`src/hw/rtl/clrs_pkg.sv`:
```
// Shared constants for the command line reset sequencer: ack codes,
// character codes, register indexes and reset defaults. No dependencies.
package clrs_pkg;

	localparam int LINE_CAPACITY_DEF = 16;

	localparam int TICK_W = 16;
	localparam int ACK_W  = 3;

	localparam logic [TICK_W-1:0] HOLD_TICKS_RST = 16'd100;
	localparam logic [TICK_W-1:0] BOOT_TICKS_RST = 16'd200;

	typedef enum logic [0:0] {
		REG_HOLD_TICKS = 1'b0,
		REG_BOOT_EXTRA = 1'b1
	} reg_index_t;

	typedef enum logic [0:0] {
		KIND_BYTE = 1'b0,
		KIND_TICK = 1'b1
	} item_kind_t;

	typedef enum logic [ACK_W-1:0] {
		ACK_NONE  = 3'd0,
		ACK_RST   = 3'd1,
		ACK_BOOT  = 3'd2,
		ACK_RUN   = 3'd3,
		ACK_HELP  = 3'd4,
		ACK_STAT  = 3'd5,
		ACK_FLUSH = 3'd6
	} ack_t;

	localparam logic [7:0] CH_CR = 8'h0D;
	localparam logic [7:0] CH_LF = 8'h0A;
	localparam logic [7:0] CH_A  = 8'h41;
	localparam logic [7:0] CH_B  = 8'h42;
	localparam logic [7:0] CH_E  = 8'h45;
	localparam logic [7:0] CH_F  = 8'h46;
	localparam logic [7:0] CH_H  = 8'h48;
	localparam logic [7:0] CH_L  = 8'h4C;
	localparam logic [7:0] CH_N  = 8'h4E;
	localparam logic [7:0] CH_O  = 8'h4F;
	localparam logic [7:0] CH_P  = 8'h50;
	localparam logic [7:0] CH_R  = 8'h52;
	localparam logic [7:0] CH_S  = 8'h53;
	localparam logic [7:0] CH_T  = 8'h54;
	localparam logic [7:0] CH_U  = 8'h55;

	localparam int HEAD_DEPTH = 5;

endpackage

```
`src/hw/rtl/command_line_reset_sequencer_top.sv`:
```
// Command line reset sequencer, top level: line assembly, command match and
// the enable/boot pin sequencer in one registered pass.
// Depends on clrs_pkg.
//
// Channel | Dir | Payload (lowest bit first)                       | Handshake
// s_*     | in  | tdata: byte_in[7:0]; tuser: cmd (1 = tick)       | tvalid/tready
// m_*     | out | tdata: ack_code[2:0], enable_level, boot_pin_level,| tvalid/tready
//         |     |        flush_pulse, reset_busy, zero pad          |
// cfg_*   | in  | cfg_index selects register, cfg_data 16 bits     | cfg_we
//
// One transaction per cycle sustained while the result is not stalled; the result
// shows on m_tdata after the input register, then the result register.
// The rate is set by the single pass of compare and count logic between them.
// Reset is asynchronous, active low: pins come up high, sequencer idle, line
// empty, registers at 100 and 200 ticks. No clearing pass is needed.
// A stalled result holds the result register; the input register then takes
// one more transaction before s_tready drops.
module command_line_reset_sequencer_top #(
	parameter int LINE_CAPACITY = clrs_pkg::LINE_CAPACITY_DEF
) (
	input  logic        clk,
	input  logic        arst_n,
	// slave side
	input  logic        s_tvalid,
	output logic        s_tready,
	input  logic [7:0]  s_tdata,   // [7:0] byte_in
	input  logic        s_tuser,   // [0] cmd: 0 host byte, 1 millisecond tick
	// master side
	output logic        m_tvalid,
	input  logic        m_tready,
	output logic [7:0]  m_tdata,   // [2:0] ack_code, [3] enable_level,
	                               // [4] boot_pin_level, [5] flush_pulse,
	                               // [6] reset_busy, [7] zero
	// configuration
	input  logic        cfg_we,
	input  logic        cfg_index,
	input  logic [15:0] cfg_data
);
	import clrs_pkg::*;

	localparam int LEN_W = $clog2(LINE_CAPACITY);
	localparam logic [LEN_W-1:0] LEN_MAX = LEN_W'(LINE_CAPACITY - 1);

	typedef enum logic [1:0] {
		PH_IDLE = 2'd0,
		PH_HOLD = 2'd1,
		PH_BOOT = 2'd2
	} phase_t;

	// Input stage
	logic       valid_s1;
	logic       cmd_s1;
	logic [7:0] byte_s1;

	// Result register
	logic       out_valid_q;
	logic [7:0] out_data_q;

	// Block state
	logic [TICK_W-1:0] hold_ticks_q;
	logic [TICK_W-1:0] boot_extra_q;
	logic [7:0]        line_head_q [HEAD_DEPTH];
	logic [LEN_W-1:0]  len_q;
	logic              pending_q;
	logic              boot_mode_q;
	phase_t            phase_q;
	logic [TICK_W-1:0] elapsed_q;
	logic              enable_q;
	logic              boot_pin_q;

	// Next-state values
	logic [LEN_W-1:0]  len_d;
	logic              pending_d;
	logic              boot_mode_d;
	phase_t            phase_d;
	logic [TICK_W-1:0] elapsed_d;
	logic [TICK_W-1:0] elapsed_inc;
	logic              enable_d;
	logic              boot_pin_d;
	ack_t              ack_d;
	logic              flush_d;
	logic              head_we;
	logic              busy_d;
	logic              is_term;

	logic m_rst, m_boot, m_run, m_help, m_stat, m_flush;
	logic advance;

	// Move the input stage forward whenever the result register is free or drains.
	assign advance  = valid_s1 && (!out_valid_q || m_tready);
	assign s_tready = !valid_s1 || advance;
	assign m_tvalid = out_valid_q;
	assign m_tdata  = out_data_q;

	// Prefix match, guarded by the line length so unwritten head entries never count
	assign m_rst   = (len_q >= LEN_W'(3)) && line_head_q[0] == CH_R &&
	                 line_head_q[1] == CH_S && line_head_q[2] == CH_T;
	assign m_boot  = (len_q >= LEN_W'(4)) && line_head_q[0] == CH_B &&
	                 line_head_q[1] == CH_O && line_head_q[2] == CH_O &&
	                 line_head_q[3] == CH_T;
	assign m_run   = (len_q >= LEN_W'(3)) && line_head_q[0] == CH_R &&
	                 line_head_q[1] == CH_U && line_head_q[2] == CH_N;
	assign m_help  = (len_q >= LEN_W'(4)) && line_head_q[0] == CH_H &&
	                 line_head_q[1] == CH_E && line_head_q[2] == CH_L &&
	                 line_head_q[3] == CH_P;
	assign m_stat  = (len_q >= LEN_W'(4)) && line_head_q[0] == CH_S &&
	                 line_head_q[1] == CH_T && line_head_q[2] == CH_A &&
	                 line_head_q[3] == CH_T;
	assign m_flush = (len_q >= LEN_W'(5)) && line_head_q[0] == CH_F &&
	                 line_head_q[1] == CH_L && line_head_q[2] == CH_U &&
	                 line_head_q[3] == CH_S && line_head_q[4] == CH_H;

	assign is_term     = (byte_s1 == CH_CR) || (byte_s1 == CH_LF);
	// Saturate the elapsed count at all ones
	assign elapsed_inc = (elapsed_q == '1) ? elapsed_q : elapsed_q + TICK_W'(1);

	always_comb begin
		len_d       = len_q;
		pending_d   = pending_q;
		boot_mode_d = boot_mode_q;
		phase_d     = phase_q;
		elapsed_d   = elapsed_q;
		enable_d    = enable_q;
		boot_pin_d  = boot_pin_q;
		ack_d       = ACK_NONE;
		flush_d     = 1'b0;
		head_we     = 1'b0;

		if (cmd_s1 == KIND_TICK) begin
			if (pending_q && phase_q == PH_IDLE) begin
				// Start a sequence: drive pins, restart the count, request a flush
				pending_d  = 1'b0;
				phase_d    = PH_HOLD;
				elapsed_d  = '0;
				boot_pin_d = !boot_mode_q;
				enable_d   = 1'b0;
				flush_d    = 1'b1;
			end else begin
				unique case (phase_q)
					PH_HOLD: begin
						elapsed_d = elapsed_inc;
						if (elapsed_inc >= hold_ticks_q) begin
							enable_d = 1'b1;
							// Mode is sampled live at enable release
							if (boot_mode_q) begin
								phase_d   = PH_BOOT;
								elapsed_d = '0;
							end else begin
								phase_d = PH_IDLE;
								flush_d = 1'b1;
							end
						end
					end
					PH_BOOT: begin
						elapsed_d = elapsed_inc;
						if (elapsed_inc >= boot_extra_q) begin
							boot_pin_d = 1'b1;
							phase_d    = PH_IDLE;
							flush_d    = 1'b1;
						end
					end
					default: begin
						phase_d = PH_IDLE;
					end
				endcase
			end
		end else if (is_term) begin
			if (len_q != '0) begin
				len_d = '0;
				if (m_rst) begin
					ack_d = ACK_RST;  boot_mode_d = 1'b0; pending_d = 1'b1;
				end else if (m_boot) begin
					ack_d = ACK_BOOT; boot_mode_d = 1'b1; pending_d = 1'b1;
				end else if (m_run) begin
					ack_d = ACK_RUN;  boot_mode_d = 1'b0; pending_d = 1'b1;
				end else if (m_help) begin
					ack_d = ACK_HELP;
				end else if (m_stat) begin
					ack_d = ACK_STAT;
				end else if (m_flush) begin
					ack_d   = ACK_FLUSH;
					flush_d = 1'b1;
				end
			end
		end else if (len_q < LEN_MAX) begin
			// Keep only the first characters; the rest just count
			head_we = (len_q < LEN_W'(HEAD_DEPTH));
			len_d   = len_q + LEN_W'(1);
		end else begin
			// Overlong line: drop it and this byte
			len_d = '0;
		end
	end

	assign busy_d = (phase_d == PH_HOLD) || (phase_d == PH_BOOT);

	// Control state, configuration and valid flags
	always_ff @(posedge clk or negedge arst_n) begin
		if (!arst_n) begin
			valid_s1     <= 1'b0;
			out_valid_q  <= 1'b0;
			hold_ticks_q <= HOLD_TICKS_RST;
			boot_extra_q <= BOOT_TICKS_RST;
			len_q        <= '0;
			pending_q    <= 1'b0;
			boot_mode_q  <= 1'b0;
			phase_q      <= PH_IDLE;
			elapsed_q    <= '0;
			enable_q     <= 1'b1;
			boot_pin_q   <= 1'b1;
		end else begin
			if (s_tready) begin
				valid_s1 <= s_tvalid;
			end
			if (advance) begin
				out_valid_q <= 1'b1;
			end else if (m_tready) begin
				out_valid_q <= 1'b0;
			end
			if (cfg_we) begin
				unique case (reg_index_t'(cfg_index))
					REG_HOLD_TICKS: hold_ticks_q <= cfg_data;
					REG_BOOT_EXTRA: boot_extra_q <= cfg_data;
					default: ;
				endcase
			end
			if (advance) begin
				len_q       <= len_d;
				pending_q   <= pending_d;
				boot_mode_q <= boot_mode_d;
				phase_q     <= phase_d;
				elapsed_q   <= elapsed_d;
				enable_q    <= enable_d;
				boot_pin_q  <= boot_pin_d;
			end
		end
	end

	// Payload registers, no reset
	always_ff @(posedge clk) begin
		if (s_tready && s_tvalid) begin
			cmd_s1  <= s_tuser;
			byte_s1 <= s_tdata;
		end
		if (advance && head_we) begin
			line_head_q[len_q[2:0]] <= byte_s1;
		end
		if (advance) begin
			out_data_q <= {1'b0, busy_d, flush_d, boot_pin_d, enable_d, ack_d};
		end
	end

	// Enable is only low while the hold phase runs
	assert property (@(posedge clk) disable iff (!arst_n)
		!enable_q |-> phase_q == PH_HOLD)
		else $error("enable low outside hold phase");

	// A tick never produces an ack code
	assert property (@(posedge clk) disable iff (!arst_n)
		advance && cmd_s1 == KIND_TICK |=> out_data_q[ACK_W-1:0] == ACK_NONE)
		else $error("ack code on a tick");

	// FLUSH command always carries the flush request
	assert property (@(posedge clk) disable iff (!arst_n)
		advance && ack_d == ACK_FLUSH |=> out_data_q[5])
		else $error("FLUSH ack without flush pulse");

endmodule

```
`config.mk`:
```
export PLATFORM = sky130hd
export DESIGN_NAME = command_line_reset_sequencer_top
export DESIGN_NICKNAME = d
export VERILOG_FILES = /design/src/hw/rtl/clrs_pkg.sv /design/src/hw/rtl/command_line_reset_sequencer_top.sv
export SDC_FILE = /design/constraint.sdc
export NUM_CORES = 1
export LEC_CHECK = 0
export ABC_AREA = 1
export BUFFER_PORTS_ARGS = -buffer_cell sky130_fd_sc_hd__buf_2
export CORE_UTILIZATION = 43
export CTS_CLUSTER_SIZE = 20
export DETAILED_ROUTE_END_ITERATION = 12
export GPL_TIMING_DRIVEN = 1
export HOLD_SLACK_MARGIN = 0.06
export PLACE_DENSITY_LB_ADDON = 0.05
export SLEW_MARGIN = 20
export SYNTH_ARGS = -nofsm -noshare
export SYNTH_HDL_FRONTEND = slang
export SYNTH_SLANG_ARGS = --single-unit
```
`constraint.sdc`:
```
create_clock -name clk -period 4.9 [get_ports clk]
set_clock_uncertainty 0.2 [all_clocks]
set_input_delay 0.735 -clock clk [delete_from_list [all_inputs] [get_ports clk]]
set_output_delay 0.735 -clock clk [all_outputs]
set_load 0.03 [all_outputs]
```
# Word-level counts from Yosys, hierarchy flattened

Memory sizes are Yosys's and may differ from the RTL's.
Index checks and enable logic that the tools add are counted.

Logic and storage cells: 170
RAM bits: 40
Register bits after elaboration: 76
Output and inout port bits: 10
Memories: 1
Bits of input ports: 31

Memories:

| name        | words | width | rd ports | clocked after Yosys merged registers in | write ports | RTL line                               | source |
|---|---|---|---|---|---|---|---|
| line_head_q | 5     | 8     | 5        | 0                                       | 1           | command_line_reset_sequencer_top.sv:62 | `logic [7:0] line_head_q [HEAD_DEPTH];` |

Order comparisons: 7
Add/sub/neg operators: 2
Bitwise logic cells: 4
Muxes and demuxes: 59
Reduce and logical (&&, ||, !) cells: 50
Eq/ne operators: 30

Operator list:

| kind                  | count |
|---|---|
| $eq 8x7->1 const B    | 21 |
| $mux 16               | 4 |
| $mux 1                | 39 |
| $ge 16x16->1          | 2 |
| $pmux 16 s2           | 1 |
| $logic_and 1x1->1     | 26 |
| $add 16x1->16 const B | 1 |
| $eq 16x16->1 const B  | 1 |
| $eq 8x4->1 const B    | 2 |
| $mux 2                | 7 |
| $mux 4                | 3 |
| $reduce_and 5->1      | 2 |
| $mux 3                | 3 |
| $ge 4x3->1 const B    | 2 |
| $reduce_bool 4->1     | 2 |
| $reduce_and 3->1      | 2 |
| $reduce_bool 2->1     | 3 |
| $reduce_bool 3->1     | 2 |
| $reduce_or 6->1       | 1 |
| $add 4x1->4 const B   | 1 |
| $eq 2x1->1 const B    | 2 |
| $eq 2x2->1 const B    | 2 |
| $ge 4x2->1 const B    | 1 |
| $logic_or 1x1->1      | 4 |
| 11 further kinds      | 18 |

# Longest topological paths before layout

Gate-level depths: netlist of the first run.
An unclocked memory read counts as a cell.

Word-level depth: 16
Gate-level depth with buffers: 27
Depth with buffers taken out: 27

# Least setup slack after synthesis of the first run

OpenSTA, ideal clock, no wires.

Path kind: register -> register
Start: reg elapsed_q[0]
End: reg out_data_q[6], in the netlist m_tdata[6] (data pin)
Setup time: 0.252 ns
Buffers on the path: 0
Required time: 4.448 ns
Cell stages (with the launch flop): 27
Period minus slack after synthesis: 2.993 ns
Arrival time: 2.541 ns
Path slack: 1.907 ns
Cell sequence: dfrtp_1 -> ha_1 -> nand3_2 -> nor2_4 -> nand2_2 -> nor2_4 -> nand2_4 -> nor2_8 -> nor2_1 -> xor2_1 -> inv_1 -> ha_1 -> nand2_1 -> inv_1 -> nand2_1 -> nor2_1 -> nor2_1 -> nand2_1 -> nand2_1 -> nand2_1 -> nand2_1 -> nand2_1 -> nand2_1 -> nand2_1 -> nand2_1 -> nand2_1 -> nand2_1

Cells in the longest elaborated chain, start to end: 9
Elaborated cells on any way between the ends: 13
Classes of those cells: add/sub (1); order compare (2); eq/ne (3); mux (6); reduce/logical (1)

Ends and longest elaborated chain:

| what                                                 | RTL line                                                                         | source |
|---|---|---|
| start: declaration                                   | command_line_reset_sequencer_top.sv:67                                           | `logic [TICK_W-1:0] elapsed_q;` |
| start signal: assignment                             | command_line_reset_sequencer_top.sv:232                                          | `elapsed_q <= elapsed_d;` |
| $add 16x1->16 / $eq 16x16->1 (equally long branches) | command_line_reset_sequencer_top.sv:115                                          | `assign elapsed_inc = (elapsed_q == '1) ? elapsed_q : elapsed_q + TICK_W'(1);` |
| $mux 16 *                                            | command_line_reset_sequencer_top.sv:115                                          |  |
| $ge 16x16->1 (on tied branches)                      | command_line_reset_sequencer_top.sv:156, command_line_reset_sequencer_top.sv:142 |  |
| $mux 2 (on tied branches)                            | command_line_reset_sequencer_top.sv:156, command_line_reset_sequencer_top.sv:142 |  |
| $pmux 2 s2 *                                         | command_line_reset_sequencer_top.sv:139                                          | `unique case (phase_q)` |
| $mux 2 *                                             | command_line_reset_sequencer_top.sv:130                                          | `if (pending_q && phase_q == PH_IDLE) begin` |
| $mux 2 *                                             | command_line_reset_sequencer_top.sv:129                                          | `if (cmd_s1 == KIND_TICK) begin` |
| $eq 2x1->1 / $eq 2x2->1 (equally long branches)      | command_line_reset_sequencer_top.sv:195                                          | `assign busy_d = (phase_d == PH_HOLD) \|\| (phase_d == PH_BOOT);` |
| $logic_or 1x1->1 *                                   | command_line_reset_sequencer_top.sv:195                                          |  |
| net busy_d                                           | command_line_reset_sequencer_top.sv:83                                           | `logic busy_d;` |
| end signal: assignment                               | command_line_reset_sequencer_top.sv:249                                          | `out_data_q <= {1'b0, busy_d, flush_d, boot_pin_d, enable_d, ack_d};` |
| end: declaration                                     | command_line_reset_sequencer_top.sv:57                                           | `logic [7:0] out_data_q;` |

The timed path passes the listed nets; every way through them passes the cells marked *.
A chain may end at the register's enable or synchronous reset.

# Worst setup path after layout of the first run

Start: reg elapsed_q[0]
End: reg elapsed_q[6]

Cells in the longest elaborated chain, start to end: 6
Elaborated cells on any way between the ends: 8
Classes of those cells: add/sub (1); order compare (1); eq/ne (1); mux (5)

Ends and longest elaborated chain:

| what                                                 | RTL line                                                                         | source |
|---|---|---|
| $add 16x1->16 / $eq 16x16->1 (equally long branches) | command_line_reset_sequencer_top.sv:115                                          |  |
| $mux 16 *                                            | command_line_reset_sequencer_top.sv:115                                          |  |
| $ge 16x16->1 / $mux 16 (equally long branches)       | command_line_reset_sequencer_top.sv:142, command_line_reset_sequencer_top.sv:145 |  |
| $mux 16                                              | command_line_reset_sequencer_top.sv:142                                          | `if (elapsed_inc >= hold_ticks_q) begin` |
| $pmux 16 s2 *                                        | command_line_reset_sequencer_top.sv:139                                          |  |
| $mux 16 *                                            | command_line_reset_sequencer_top.sv:130                                          |  |

Every way passes the cells marked *; elsewhere a longest branch is shown, timed or not.

==> impl.org, run 1 <==
** Run status
- The flow ran to the end, and the final reports show no timing, DRC or antenna violations.

** Worst setup path
- Of all nets on the critical path, the largest fanout is 9.
- Top cell by count, worst path :: nand2_1
- The critical path goes through ha_1, nand3_2, nor2_4, nand2_2, nor2_4, nand2_4, nor2_8, nor2_1, xor2_1, inv_1, ha_1, nand2_1, inv_1, nand2_1, nor2_1, nor2_1, nand2_1, nand2_1, nand2_1, nand3_1, nand3_2, inv_2, nand2_1, o21ai_0.
- RR Startpoint :: elapsed_q[0]
- Critical path startpoint category :: register
- R2R setup slack :: 1.29 ns
- STA puts the critical path data required time at 5.03 ns.
- Combined buffer and inverter count along the critical path :: 3
- Kind of critical path :: reg -> reg
- The endpoint identified for the worst register-to-register timing path is elapsed_q[6].
- Kind of cell adding the most delay to the critical path :: simple AND/OR/NAND/NOR gates
- Length in cells of the worst reg-to-reg path :: 24
- On the critical path, the stage with the largest delay is an instance of dfrtp_1.
- For this run, the slowest stage of the critical path takes 0.37 ns.
- For the worst setup path, the data arrival time is 3.74 ns.
- Worst Setup End Kind :: register

** Yosys
- Number of distinct library cells after synthesis :: 43
- In the synthesized netlist, the number of instances is 700.
- Syn_nets :: 770
- Leading register cell type out of synthesis :: edfxtp_1
- The synthesized design contains 116 register bits.
- Share of the yosys chip area belonging to registers :: 0.517
- For this run, asynchronously set or reset flops after synthesis account for 0.517.
- The synthesized netlist occupies a cell area of 0.00618 mm².
- Mean area per synthesized cell :: 8.83 µm²
- Yosys warnings :: 0
- Yosys mapped a number of flops with a built-in enable equal to 56.

** Layout
- Excluding fillers, the count of instances in the completed layout stands at 946.
- Counting the fill cells in the layout gives 1281.
- After the last flow step, the layout net total stands at 823.
- Share of final-layout standard cells stronger than drive strength 1 :: 0.136
- 0 antenna diodes ended up in the layout.
- The area growth from synthesis to layout is 16.5%.

** Detailed routing
- Summed over all layers, the routed wires come to 13300 µm.
- The routed layout has 4698 vias.
- Remaining design rule violation count :: 0
- Detailed-route vias per instance :: 4.97
- For this run, the detailed router's first-pass iteration total came to 5.
- In this run, the number of DRC markers left after iteration 0 of detailed routing was 224.
- The count of nets left with antenna violations once routing finished came out at 0.
- Wire length per cell :: 14.0 µm

** Global route
- For this run, the total global-route usage over all layers was measured as 0.197.
- Maximum number of pins on one net before global-route repair :: 45
- Initial antenna violation count :: 0
- The via count of the first global-routing pass was 4625.
- For this run the aggregate overflow at the end of global routing stands at 0.
- Wire length of the first global-routing pass :: 22100 µm

** Place
- Cell Count Post-Placement :: 913
- Routability-driven placement finished with a final weighted congestion of 0.848.
- Input and output buffers added on the ports amount to 39.
- HPWL after DPL :: 9810 µm

** STA
- Final hold vios :: 0
- Least-Margin Pin Slew :: 1.01 ns
- Tmin final :: 3.61 ns
- # setup viols final :: 0
- Unrepaired setup endpoints after global routing :: false
- TNS Setup :: 0 ns
- Of the available clock period, the critical path in the final layout requires 0.737.
- Headroom to the max-slew limit :: 0.327
- Derived from the worst setup path, the maximum achievable clock frequency is 277 MHz.
- The number of pins with negative max-slew slack in the final report came to 0.

** Min path
- The startpoint identified for the worst hold timing path is boot_extra_q[9].
- Tightest Hold Check Type :: reg -> reg
- Number of cells on the worst hold path :: 2
- For hold timing, the worst endpoint is boot_extra_q[9].

** Floorplanning
- The initial utilization of the core area, before any placement, comes to 0.443.
- Row generation in the floorplan step produced 43 rows.
- Number of I/O pins :: 41
- The core region is 0.0139 mm².
- Area of the die :: 0.0149 mm²
- Die Span X :: 122 µm
- Height of the die :: 122 µm

** Run
- Max-cap violation count :: 0

** Clock tree
- Clock sink count :: 116
- CTS tree :: built
- Count of hold buffers inserted by post-cts repair :: 1
- Clock insertion delay at the later pin of the skew report :: 0.42 ns
- The clock tree synthesis step divided the H-tree into 4 levels.
- Clock Tree Buf Depth :: 2
- Post-CTS setup-driven buffer insertion count :: 0
- Num CTS Buffers :: 17
- Clock-pin slew was measured on the worst setup and hold paths at 0.06 ns.
- The root buffer cell chosen for the clock tree is clkbuf_16.
- Resized cells post-CTS :: 0

** Power
- In this run the power density over the cells is 503 mW/mm².
- The worst-case IR drop observed on VDD is 0.000258 V.
- For this design the static power due to leakage is 3.42 nW.
==> final cells by class <==
| cell class | instances | area, µm² | area share |
|---|---|---|---|
| inverter | 139 | 522 | 0.0725 |
| clock buffer | 19 | 433 | 0.0601 |
| sequential | 116 | 3190 | 0.444 |
| timing repair buffer | 43 | 228 | 0.0316 |
| tap | 180 | 225 | 0.0313 |
| clock inverter | 13 | 173 | 0.0240 |
| multi-input combinational | 436 | 2430 | 0.337 |
==> worst reg2reg max path, delay by kind of cell, from the launching register on <==
kind,cells,cell delay [ns]
AO/OA/AOI/OAI,1,0.08
XOR/XNOR,1,0.21
AND/OR/NAND/NOR,17,1.78
flip-flops,1,0.37
adder cells (fa/ha/maj),2,0.50
buffers and inverters,3,0.39
==> cells by family after synthesis <==
family / Yosys count / share of synthesized area
buffers and inverters: 148 / 0.0913
adders and majority gates: 39 / 0.0790
other: 1 / 0.000607
DFF: 116 / 0.517
AOI/OAI and AO/OA: 94 / 0.0847
xor gates and xnor gates: 10 / 0.0142
and+or+nand+nor: 292 / 0.213
==> per-stage QoR <==
stage | instance area [µm²] | power [mW] | util | worst slack (ns) | hold WS (ns)
6_report | 7200 | 3.62 | 0.517 | 1.29 | 0.283
3_3_place_gp | 6580 | 2.34 | 0.472 | 1.50 | 0.267
2_1_floorplan | 6180 | 2.07 | - | 1.91 | 0.239
5_1_grt | 7200 | 3.88 | 0.517 | 0.895 | 0.274
4_1_cts | 7190 | 3.65 | 0.516 | 1.35 | 0.270
3_5_place_dp | 6580 | 2.36 | 0.472 | 1.38 | 0.275
==> per-layer routing <==
layer / global-route usage / routed length, µm
met4: 0.0926 / 283
met5: 0 / 0
met1: 0.274 / 6780
met2: 0.293 / 5810
met3: 0.0417 / 418
==> report_power, final <==
part	leakage (nW)	switching [mW]	total (mW)	internal, mW
Sequential	1.26	0.111	1.31	1.19
Clock	0.293	0.461	1.27	0.808
Combinational	1.87	0.686	1.05	0.363
Total	3.42	1.26	3.62	2.37
==> registers in the layout (all words and copies together), names as in the netlist, 2 cells and up <==
register / count
boot_extra_q: 16
elapsed_q: 16
byte_s1: 8
line_head_q: 40
hold_ticks_q: 16
phase_q: 2
m_tdata: 7
len_q: 4
==> placed cells by master (no fill, tap or decap), types with 2 or more instances in the layout <==
cell type / n
nand4_1: 15
inv_6: 5
nand3_1: 24
buf_2: 39
nor2_2: 2
buf_4: 3
a21oi_2: 2
nor3_2: 4
o21ai_1: 4
nor3_1: 9
nand3b_1: 3
nand2_1: 152
dfrtp_1: 52
or2_2: 3
nand3_2: 2
o31ai_1: 2
xor2_1: 9
nor2_4: 2
ha_1: 39
clkinv_4: 3
o21ai_0: 52
nor4_1: 12
clkbuf_16: 17
nor2_1: 55
inv_1: 137
edfxtp_1: 56
a21oi_1: 18
nand2_2: 3
bufinv_16: 3
o22ai_1: 11
dfstp_2: 8
inv_2: 2
clkbuf_1: 2
==> cell usage after synthesis, types with 3 or more instances <==
| master | n | area [µm²] |
|---|---|---|
| o21ai_1 | 4 | 20.0 |
| nor4_1 | 12 | 75.1 |
| dfstp_2 | 8 | 210 |
| o21ai_0 | 52 | 260 |
| edfxtp_1 | 56 | 1680 |
| clkbuf_1 | 5 | 18.8 |
| nand2_2 | 3 | 18.8 |
| xor2_1 | 9 | 78.8 |
| nand3b_1 | 3 | 22.5 |
| nor2_1 | 55 | 206 |
| o22ai_1 | 11 | 68.8 |
| dfrtp_1 | 52 | 1300 |
| a21oi_1 | 18 | 90.1 |
| or2_2 | 3 | 18.8 |
| inv_1 | 137 | 514 |
| ha_1 | 39 | 488 |
| nor3_1 | 10 | 50.1 |
| nand3_1 | 24 | 120 |
| nand4_1 | 15 | 93.8 |
| nor3_2 | 3 | 30.0 |
| nand2_1 | 152 | 571 |
==> worst max-delay path by stage <==
| stage | cells past startpoint | start | endpoint | slack (ns) |
|---|---|---|---|---|
| 2_1_floorplan | 26 | elapsed_q[0] | m_tdata[6] | 1.91 |
| 3_3_place_gp | 24 | elapsed_q[0] | elapsed_q[15] | 1.50 |
| 3_5_place_dp | 24 | elapsed_q[0] | elapsed_q[7] | 1.38 |
| 4_1_cts | 24 | elapsed_q[0] | elapsed_q[6] | 1.35 |
| 5_1_grt | 24 | elapsed_q[0] | elapsed_q[13] | 0.89 |
| 6_report | 24 | elapsed_q[0] | elapsed_q[6] | 1.29 |
Power figures use the tool's default switching activity.
==> inputs of run 2 (changes only) <==
- ABC_AREA: 1 -> 0
- clock period: 4.9 -> 2.97 ns (I/O delays scaled with it)
==> impl.org, run 2 <==
** Run status
- Outcome: finished, violations left (was finished, final reports clean).
- The checks that failed: setup timing.

** Global route
- Maximum number of pins on one net before global-route repair :: 37 (was 45)
- Wire length of the first global-routing pass :: 25100 µm (was 22100 µm)
- The initial antenna violation count came to 0 (unchanged).
- The via count of the first global-routing pass was 4949 (was 4625).
- The global route total overflow is 0 (unchanged).
- Tot GR Track Use :: 0.231 (was 0.197)

** Worst setup path
- Critical path cell sequence :: nand3_2, buf_4, nor4_4, and3_4, mux2_4, ha_1, nand4_1, a211oi_2, a31oi_4, buf_4, a211o_1, mux2i_1, a31oi_1 (was ha_1, nand3_2, nor2_4, nand2_2, nor2_4, nand2_4, nor2_8, nor2_1, xor2_1, inv_1, ha_1, nand2_1, inv_1, nand2_1, nor2_1, nor2_1, nand2_1, nand2_1, nand2_1, nand3_1, nand3_2, inv_2, nand2_1, o21ai_0)
- The startpoint type of the worst setup path is a register (unchanged).
- Slowest cell on the critical path :: dfrtp_1 (unchanged)
- The origin of the critical flop-to-flop path is elapsed_q[11] (was elapsed_q[0]).
- Peak fanout along the critical path :: 3 (was 9)
- The endpoint kind of the worst setup timing path is a register (unchanged).
- CP max stage delay :: 0.37 ns (about the same)
- The type of the worst setup path is reg -> reg (unchanged).
- The required time reported for the critical path endpoint was 2.92 ns (was 5.03 ns).
- The cell seen most often among critical-path stages is buf_4 (was nand2_1).
- Setup crit start :: elapsed_q[11] (was elapsed_q[0])
- The worst path arrival time was 3.49 ns (was 3.74 ns).

** Yosys
- Synth top area cells: edfxtp_1 28%, dfrtp_1 22%, ha_1 8.1% (was edfxtp_1 27%, dfrtp_1 21%, nand2_1 9.2%).
- The number of synthesized flops with an enable pin was 56 (unchanged).
- The dominant register cell in the synthesized netlist is edfxtp_1 (unchanged).
- The post-synthesis instance area came to 0.00605 mm² (was 0.00618 mm²).
- Area share of the largest cell type after synthesis :: 0.278 (was 0.272)
- Mean area per synthesized cell :: 10.9 µm² (was 8.83 µm²)
- Share of the yosys chip area belonging to registers :: 0.528 (was 0.517)
- The count of different cell masters after synthesis was 63 (was 43).
- Asr flop ratio synth :: 0.517 (unchanged)
- The count of synthesis-stage warnings from yosys was 0 (unchanged).
- The most used standard cell by instance count after synthesis is nand2_1 (unchanged).
- Ranking of synthesized cells by instance count: 58 x nand2_1, 56 x edfxtp_1, 52 x dfrtp_1 (was 152 x nand2_1, 137 x inv_1, 56 x edfxtp_1).
- Total of flip-flops plus latches after synthesis :: 116 (unchanged)
- Syn_nets :: 626 (was 770)
- Cell taking the most area after synthesis :: edfxtp_1 (unchanged)
- The count of mapped cells out of synthesis was 556 (was 700).

** Clock tree
- Clock Tree Buf Depth :: 2 (unchanged)
- The buffer type at the clock tree root is clkbuf_16 (unchanged).
- The clock insertion delay at the later pin of the skew report came to 0.42 ns (about the same).
- The CTS tree is built (unchanged).
- Clock-pin slew reported for the worst setup and hold paths after clock tree synthesis :: 0.05 ns (was 0.06 ns)
- The number of clock sinks came to 116 (unchanged).
- H-tree depth reported by CTS :: 4 (unchanged)
- The number of buffers created by CTS is 17 (unchanged).

** STA
- Unrepaired setup endpoints after global routing: true (was false).
- Final hold vios :: 0 (unchanged)
- The highest clock rate is 282 MHz (was 277 MHz).
- Part of the cycle the worst path needs :: 1.19 (was 0.737)
- Max-slew violation count :: 0 (unchanged)
- # setup viols final :: 24 (was 0)
- The final critical delay including setup and external delays was 3.54 ns (was 3.61 ns).
- Final worst slack :: -0.571 ns (was 1.29 ns)
- Headroom to the max-slew limit :: 0.463 (was 0.327)
- Hold Slack :: 0.0830 ns (was 0.283 ns)
- The slew at the pin closest to its max-slew limit came to 0.804 ns (was 1.01 ns).

** Layout
- The layout overhead on the synthesized area was 39.7% (was 16.5%).
- Commonest cells after routing, fill and taps aside: 88 x buf_4, 56 x edfxtp_1, 55 x nand2_1, 48 x dfrtp_1, 47 x inv_1 (was 152 x nand2_1, 137 x inv_1, 56 x edfxtp_1, 55 x nor2_1).
- Filler cells :: 1104 (was 1281)
- Flip-flop count of the largest register, all copies and words added :: 40 (unchanged)
- The net count of the finished layout is 792 (was 823).
- Most common cell after layout, fill and taps aside :: buf_4 (was nand2_1)
- Post-Route Utilization :: 0.628 (was 0.517)
- The share of cells above drive strength 1 is 0.348 (was 0.136).
- Number of antenna diodes :: 0 (unchanged)

** Power
- The static power due to leakage came to 3.61 nW (was 3.42 nW).
- Peak supply drop :: 0.000448 V (was 0.000258 V)
- The ratio of total power to cell area came to 545 mW/mm² (was 503 mW/mm²).

** Detailed routing
- The number of remaining DRC errors is 0 (unchanged).
- Wire length per cell :: 17.3 µm (was 14.0 µm)
- Pre-Repair DR Iteration Count :: 5 (unchanged)
- The number of nets with antenna violations after detailed routing was 0 (unchanged).
- Total detailed-routing wirelength :: 15800 µm (was 13300 µm)
- First-iteration detailed-routing DRC count :: 256 (was 224)
- The post-detailed-route via-to-cell ratio was 5.37 (was 4.97).
- Total via count in the routed design :: 4891 (was 4698)

** Place
- The count of port buffers added during placement came to 39 (unchanged).
- Gpl congestion :: 0.829 (was 0.848)
- HPWL after DPL :: 11000 µm (was 9810 µm)

** Floorplanning
- The width of the chip came to 121 µm (was 122 µm).
- Area of the die :: 0.0145 mm² (was 0.0149 mm²)
- The top-level I/O count was 41 (unchanged).
- The placeable core area is 0.0135 mm² (was 0.0139 mm²).
- Count of standard-cell rows :: 42 (was 43)
- Starting Density :: 0.449 (was 0.443)
- The die boundary height came to 121 µm (was 122 µm).

** Run
- The number of violations of the max-capacitance limit came to 0 (unchanged).

** Min path
- The path class of the lowest-slack min-delay path is in -> reg (was reg -> reg).
- Start point of the worst min-delay path :: cfg_data[11] (was boot_extra_q[9])
run 2: changes by cell type in the layout (fill, tap and decap cells not counted), sizes merged, moves of 9 or more:
cell         delta
mux2           +18
nand2          -98
a22o            +9
dlygate4sd3    +24
nor2           -33
inv            -92
o21ai          -18
nand2b         +11
o22ai          -11
buf            +92
run 2: final timing paths:
check | to | slack, ns | cells past startpoint
worst max-delay path | m_tdata[6] | -0.57 | 13
worst max register to register | m_tdata[6] | -0.57 | 13
max in group asynchronous | hold_ticks_q[2] | 1.49 | 3
min in group asynchronous | elapsed_q[3] | 0.39 | 2
worst min register to register | boot_pin_q | 0.31 | 2
worst min-delay path | hold_ticks_q[11] | 0.08 | 3
run 2: cells by family after synthesis:
| family | synth area share |
|---|---|
| XOR/XNOR | 0.0174 |
| other | 0.000620 |
| AO/OA/AOI/OAI | 0.128 |
| multiplexers | 0.0385 |
| flip-flops | 0.528 |
| AND/OR/NAND/NOR | 0.167 |
| buffers and inverters | 0.0397 |
| adder cells (fa/ha/maj) | 0.0807 |
run 2: metal layers:
metal | routed length (µm) | share of wire | global-route usage | vias up
met1 | 7910 | 0.50 | 0.328 | 2397
met4 | 74 | 0.0047 | 0.0586 | 0
li1 | - | - | - | 2376
met2 | 7210 | 0.46 | 0.352 | 112
met5 | 0 | 0 | 0 | -
met3 | 559 | 0.035 | 0.0585 | 6
run 2: critical path: cells and delay by family (launching register included):
kind                       cells  cell delay [ns]
DFF                            1             0.37
adders and majority gates      1             0.32
AOI/OAI and AO/OA              4             0.79
buffers and inverters          2             0.34
and+or+nand+nor                4             0.80
muxes                          2             0.46
run 2: final cells by class:
| cell class | instances | area, µm² | share of cell area |
|---|---|---|---|
| clock inverters | 14 | 174 | 0.0206 |
| flip-flops and latches | 116 | 3200 | 0.379 |
| multi-input cells | 379 | 2990 | 0.355 |
| clock buffers | 18 | 429 | 0.0508 |
| well taps | 176 | 220 | 0.0261 |
| inverters | 47 | 176 | 0.0209 |
| repair buffers | 161 | 1250 | 0.148 |
run 2: what timing repair did:
item	CTS	global route
cloned	0	2
hold buffers	25	0
setup endpoints to repair	24	32
pin swaps	17	15
resized for setup	31	24
endpoints found under the hold margin	47	0
setup buffers	15	5
run 2: per-stage QoR:
step / power, mW / setup slack, ns / cells / cell area (µm²) / setup TNS [ns]
after floorplan: 2.26 / -0.601 / 556 / 6190 / -9.76
after global placement: 2.44 / -0.585 / 833 / 7130 / -11.45
after global routing: 4.80 / -0.698 / 911 / 8440 / -15.13
after CTS: 4.62 / -0.612 / 904 / 8240 / -11.99
after detailed placement: 2.45 / -0.691 / 833 / 7130 / -13.49
final: 4.60 / -0.571 / 911 / 8440 / -11.74
run 2: where the power goes:
| part | internal (mW) | switching, mW |
|---|---|---|
| clock network | 1.33 | 0.769 |
| registers | 1.83 | 0.107 |
| logic | 0.251 | 0.313 |
| total | 3.41 | 1.19 |
